--- src/ilo_pkg.sv ---
// Package for the index list odometer: sizes, request and status codes,
// and the command struct and packed vector types shared by the modules.
// No dependencies.
package ilo_pkg;

    localparam int MAX_DIMS    = 8;
    localparam int MAX_LIST    = 64;
    localparam int VALUE_WIDTH = 32;

    localparam int DIM_W  = $clog2(MAX_DIMS);
    localparam int CNT_W  = $clog2(MAX_DIMS + 1);
    localparam int POS_W  = $clog2(MAX_LIST);
    localparam int LEN_W  = $clog2(MAX_LIST + 1);
    localparam int ADDR_W = DIM_W + POS_W;
    localparam int DEPTH  = MAX_DIMS * MAX_LIST;

    typedef enum logic [2:0] {
        REQ_CLEAR      = 3'd0,
        REQ_APPEND     = 3'd1,
        REQ_START      = 3'd2,
        REQ_ADVANCE    = 3'd3,
        REQ_READ_CUR   = 3'd4,
        REQ_READ_ENTRY = 3'd5
    } req_t;

    typedef enum logic [1:0] {
        ST_OK    = 2'd0,
        ST_RANGE = 2'd1,
        ST_FULL  = 2'd2
    } status_t;

    typedef struct packed {
        logic clear;
        logic start;
        logic advance;
    } odo_cmd_t;

    typedef logic [MAX_DIMS-1:0][LEN_W-1:0] len_vec_t;
    typedef logic [MAX_DIMS-1:0][POS_W-1:0] pos_vec_t;

endpackage

--- src/ilo_odometer.sv ---
// Position counters of the odometer with carry toward dimension 0, the
// started dimension count and the sticky done flag. Depends on ilo_pkg.
module ilo_odometer
    import ilo_pkg::*;
(
    input  logic             clk,
    input  logic             rst_n,
    input  odo_cmd_t         cmd,
    input  logic [CNT_W-1:0] stored_dims,
    input  len_vec_t         lengths,
    output pos_vec_t         positions,
    output logic [CNT_W-1:0] started_dims,
    output logic             done
);

    pos_vec_t         pos_reg, pos_next;
    logic [CNT_W-1:0] started_reg, started_next;
    logic             done_reg, done_next;
    logic             carry;
    logic [LEN_W-1:0] inc;

    always_comb
    begin
        pos_next     = pos_reg;
        started_next = started_reg;
        done_next    = done_reg;
        carry        = 1'b1;
        inc          = '0;
        if (cmd.clear)
        begin
            pos_next     = '0;
            started_next = '0;
            done_next    = 1'b1;
        end
        else if (cmd.start)
        begin
            pos_next     = '0;
            started_next = stored_dims;
            done_next    = 1'b0;
        end
        else if (cmd.advance)
        begin
            if (started_reg == '0)
            begin
                done_next = 1'b1;
            end
            else
            begin
                // Innermost active dimension first; the carry ripples outward.
                for (int i = MAX_DIMS - 1; i >= 0; i--)
                begin
                    if ((CNT_W'(i) < started_reg) && carry)
                    begin
                        inc = LEN_W'(pos_reg[i]) + LEN_W'(1);
                        if (inc < lengths[i])
                        begin
                            pos_next[i] = POS_W'(inc);
                            carry       = 1'b0;
                        end
                        else
                        begin
                            pos_next[i] = '0;
                        end
                    end
                end
                if (carry)
                begin
                    done_next = 1'b1;
                end
            end
        end
    end

    always_ff @(posedge clk or negedge rst_n)
    begin
        if (!rst_n)
        begin
            pos_reg     <= '0;
            started_reg <= '0;
            done_reg    <= 1'b1;
        end
        else
        begin
            pos_reg     <= pos_next;
            started_reg <= started_next;
            done_reg    <= done_next;
        end
    end

    assign positions    = pos_reg;
    assign started_dims = started_reg;
    assign done         = done_reg;

endmodule

--- config.mk ---
export PLATFORM = sky130hd
export DESIGN_NAME = ilo_odometer
export DESIGN_NICKNAME = d
export VERILOG_FILES = /design/src/ilo_pkg.sv /design/src/ilo_odometer.sv
export SDC_FILE = /design/constraint.sdc
export NUM_CORES = 1
export LEC_CHECK = 0
export BUFFER_PORTS_ARGS = -buffer_cell sky130_fd_sc_hd__buf_2
export CORE_ASPECT_RATIO = 1.75
export CORE_MARGIN = 5
export CORE_UTILIZATION = 55
export CTS_BUF_LIST = sky130_fd_sc_hd__clkbuf_8
export CTS_CLUSTER_DIAMETER = 100
export DETAILED_ROUTE_END_ITERATION = 8
export PLACE_DENSITY_LB_ADDON = 0.05
export REMOVE_ABC_BUFFERS = 1
export SETUP_SLACK_MARGIN = 0.1
export SYNTH_ARGS = -nofsm -noshare
export SYNTH_HDL_FRONTEND = slang
export SYNTH_SLANG_ARGS = --single-unit
--- constraint.sdc ---
create_clock -name clk -period 3.7 [get_ports clk]
set_input_delay 0.37 -clock clk [delete_from_list [all_inputs] [get_ports clk]]
set_output_delay 0.37 -clock clk [all_outputs]
set_load 0.01 [all_outputs]
==> flow_metrics.py <==
metrics = {
    "setup_path": {
        "crit_type": "flop to flop",
        "crit_cells": 10,
        "end_kind": "flop",
        "timing.rr.start": "positions[42]$_DFFE_PN0P_",
        "critPathRequiredTime_ns": 3.93,
        "cp-endpoint": "positions[2]$_DFFE_PN0P_",
        "crit_start": "positions[42]$_DFFE_PN0P_",
        "r2r_end": "positions[2]$_DFFE_PN0P_",
        "start_kind": "flop",
        "critPathMostFrequentCell": "ha_1",
        "slowest_stage": "or4_4",
        "reg2reg_depth": 10,
        "path_delay_family": "simple AND/OR/NAND/NOR gates",
        "max_stage_delay_ns": 0.63,
        "path_buf_inv": 0,
        "path_cells": "ha_1, nand3_1, xnor2_1, ha_1, and3_1, nand2_1, o21a_4, or4_4, or4b_1, o31ai_1",
        "reg2reg_slack_ns": 0.48,
        "critPathMaxFanout": 13,
        "worstPathArrival_ns": 3.45,
    },
    "routing": {
        "viasPerCell": 5.807,
        "firstDrtPassIters": 4,
        "ant_nets": 0,
        "vias": 3879,
        "routed_wl_um": 10600,
        "post_drt_wl_per_cell_um": 15.86,
        "drc": 0,
        "drtIter0Drc": 149,
    },
    "cts": {
        "cts_tree": "built",
        "cts.path.max_buffers": 2,
        "cts_buffers": 5,
        "cts-htree-levels": 2,
        "cts.sink_count": 53,
        "clkLatencyLatePin_ns": 0.32,
        "cts_setup_buffers": 0,
        "cts-root-buf": "clkbuf_8",
        "cts.reportedPaths.clkPinSlew_ns": 0.10,
    },
    "sta": {
        "rsz0062_at_grt": "false",
        "fmax_mhz": 310.4,
        "hold_viol_final": 0,
        "layout_setup_ws_ns": 0.4787,
        "period_share_pct": 87.06,
        "post-route-min-period_ns": 3.221,
        "tightest_slew_ns": 0.6258,
        "tns_ns": 0,
        "finalMaxSlewViolations": 0,
        "max_slew_margin_pct": 58.17,
        "final.setup_skew_ns": 0.01009,
        "setup_viol": 0,
    },
    "layout": {
        "diodes": 0,
        "syn2layout_area_growth_pct": 18.29,
        "drive_gt1_share_pct": 24.83,
        "fin_area_sq_um": 4992,
        "largest_reg_flops": 48,
        "fin_nets": 700,
        "layout.cells.non_filler": 668,
    },
    "synthesis": {
        "muxShareOfSynthArea_pct": 2.283,
        "synth_flop_cell": "dfrtp_1",
        "ys_types": 54,
        "synth.area.top_cells": "dfrtp_1 31%, ha_1 17%, a22o_1 5.2%",
        "synth-seq-cells": 53,
        "synth_edf_count": 0,
        "synthCells": 461,
        "synth_area_leader_cell": "dfrtp_1",
        "synthXorXnorAreaFrac_pct": 6.226,
        "yosysMostFrequentCell": "ha_1",
        "synth_compound_area_share_pct": 19.39,
        "syn_area_per_cell_sq_um": 9.155,
        "synthAdderAreaFrac_pct": 16.60,
        "yosys.area_share.simple_pct": 18.14,
        "synth_top_area_share_pct": 30.83,
        "ys_seq_area_share_pct": 31.46,
        "synth_area_sq_um": 4220,
        "synth_top_family_by_area": "compound AO/OA/AOI/OAI gates",
        "synth.top_cells.by_count": "56 x ha_1, 53 x inv_1, 52 x dfrtp_1",
        "yosysWarningCount": 0,
        "synth_async_sr_flop_share_pct": 100.0,
    },
    "die": {
        "die_y_um": 125.9,
        "core-area_sq_um": 7515,
        "io_pins": 118,
        "num_rows": 42,
        "initial_core_util_pct": 56.16,
        "die_w_um": 76.22,
        "die_area_sq_um": 9594,
    },
    "global_route": {
        "met3_usage_pct": 4.143,
        "overflow": 0,
        "grtUsageMet1_pct": 23.31,
        "use_met2_pct": 41.97,
        "grt_pass1_vias": 3954,
        "antenna_found_initial": 0,
        "grt_use_total_pct": 22.09,
        "grt_max_degree": 35,
        "busiest_layer": "met2",
        "grt_pass1_wl_um": 17720,
    },
    "power": {
        "p_leak_nw": 2.859,
        "power_mw": 1.146,
        "p_per_area_nw_per_um2": 229.6,
        "ir_drop_mv": 0.1583,
    },
    "placed_design": {
        "place_ws_ns": 0.5204,
        "placedInstanceArea_sq_um": 4881,
        "place_hpwl_um": 8677,
        "place_congestion": 0.8347,
        "dp.cells": 659,
        "io_buffers": 117,
    },
    "run_status": {
        "status": "finished clean",
    },
    "worst_hold_path": {
        "hp-class": "primary input to flop",
    },
    "job": {
        "max-cap-violations": 0,
    },
}
## tightest hold or removal path: cells and delay by family
family	cells	cell delay (ns)
buffers and inverters	1	0.07
muxes	1	0.05
and+or+nand+nor	1	0.08
## per-stage QoR
step | hold WS [ns] | util (%)
5_1_grt | 0.3043 | 66.43
4_1_cts | 0.2839 | 66.43
3_3_place_gp | 0.3465 | 64.95
6_report | 0.2914 | 66.43
3_5_place_dp | 0.3416 | 64.95
2_1_floorplan | 0.07441 | -
## cell usage in the layout (no fill, tap or decap), types with 2 or more instances in the layout
master	n
ha_1	56
nand3b_1	3
a21oi_1	4
or2_2	2
o31ai_1	10
a21bo_2	3
nand3_1	25
nor4b_1	3
dfrtp_1	52
xor2_1	8
mux2i_1	4
inv_1	53
a221o_1	3
o211ai_1	5
o31a_1	3
nor4_1	3
buf_4	2
nand2b_1	8
a31oi_1	4
nor2b_1	6
a211oi_1	9
o21a_1	3
or4_1	5
o21ai_0	11
a22o_1	25
o2111ai_1	2
clkbuf_8	7
xnor2_1	22
and2_1	3
and3_1	11
nand2_1	29
a21o_1	10
o21bai_1	2
buf_2	117
nand4_1	9
nor2_1	34
mux2_2	5
## worst min path at each step
stage | startpoint | end | slack, ns | cells past startpoint
3_5_place_dp | rst_n | positions[45]$_DFFE_PN0P_ | 0.34 | 1
4_1_cts | stored_dims[0] | started_dims[0]$_DFFE_PN0N_ | 0.28 | 3
2_1_floorplan | rst_n | positions[0]$_DFFE_PN0P_ | 0.07 | 0
3_3_place_gp | rst_n | positions[45]$_DFFE_PN0P_ | 0.35 | 1
6_report | stored_dims[0] | started_dims[0]$_DFFE_PN0N_ | 0.29 | 3
5_1_grt | stored_dims[0] | started_dims[0]$_DFFE_PN0N_ | 0.30 | 3
## logic make-up (layout without fill, tap and decap cells)
logic type,Yosys count,after routing
DFF,53,53
xor gates and xnor gates,30,30
adders and majority gates,56,56
muxes,9,9
AOI/OAI and AO/OA,104,104
buffers and inverters,62,181
and+or+nand+nor,147,147
## cell type report
type	count	area (sq um)
clock inverter	1	5.005
multi-input combinational	346	2644
fill	660	2522
timing repair buffer	120	610.6
tap	88	110.1
inverter	53	198.9
clock buffer	7	96.34
sequential	53	1328
## repair_timing
item	4_1_cts	5_1_grt
endpoints found under the hold margin	19	0
hold buffers	1	0
resized for setup	0	0
## routing by layer
metal	up-vias	wire length (um)
met5	-	0
met4	0	269
met3	23	471
met2	107	5913
met1	1843	3940
li1	1906	-
## power by group
part / switching, mW / internal [mW]
Sequential: 0.0102 / 0.584
Combinational: 0.104 / 0.0734
Clock: 0.204 / 0.170
Total: 0.319 / 0.827
Power figures use the tool's default switching activity.
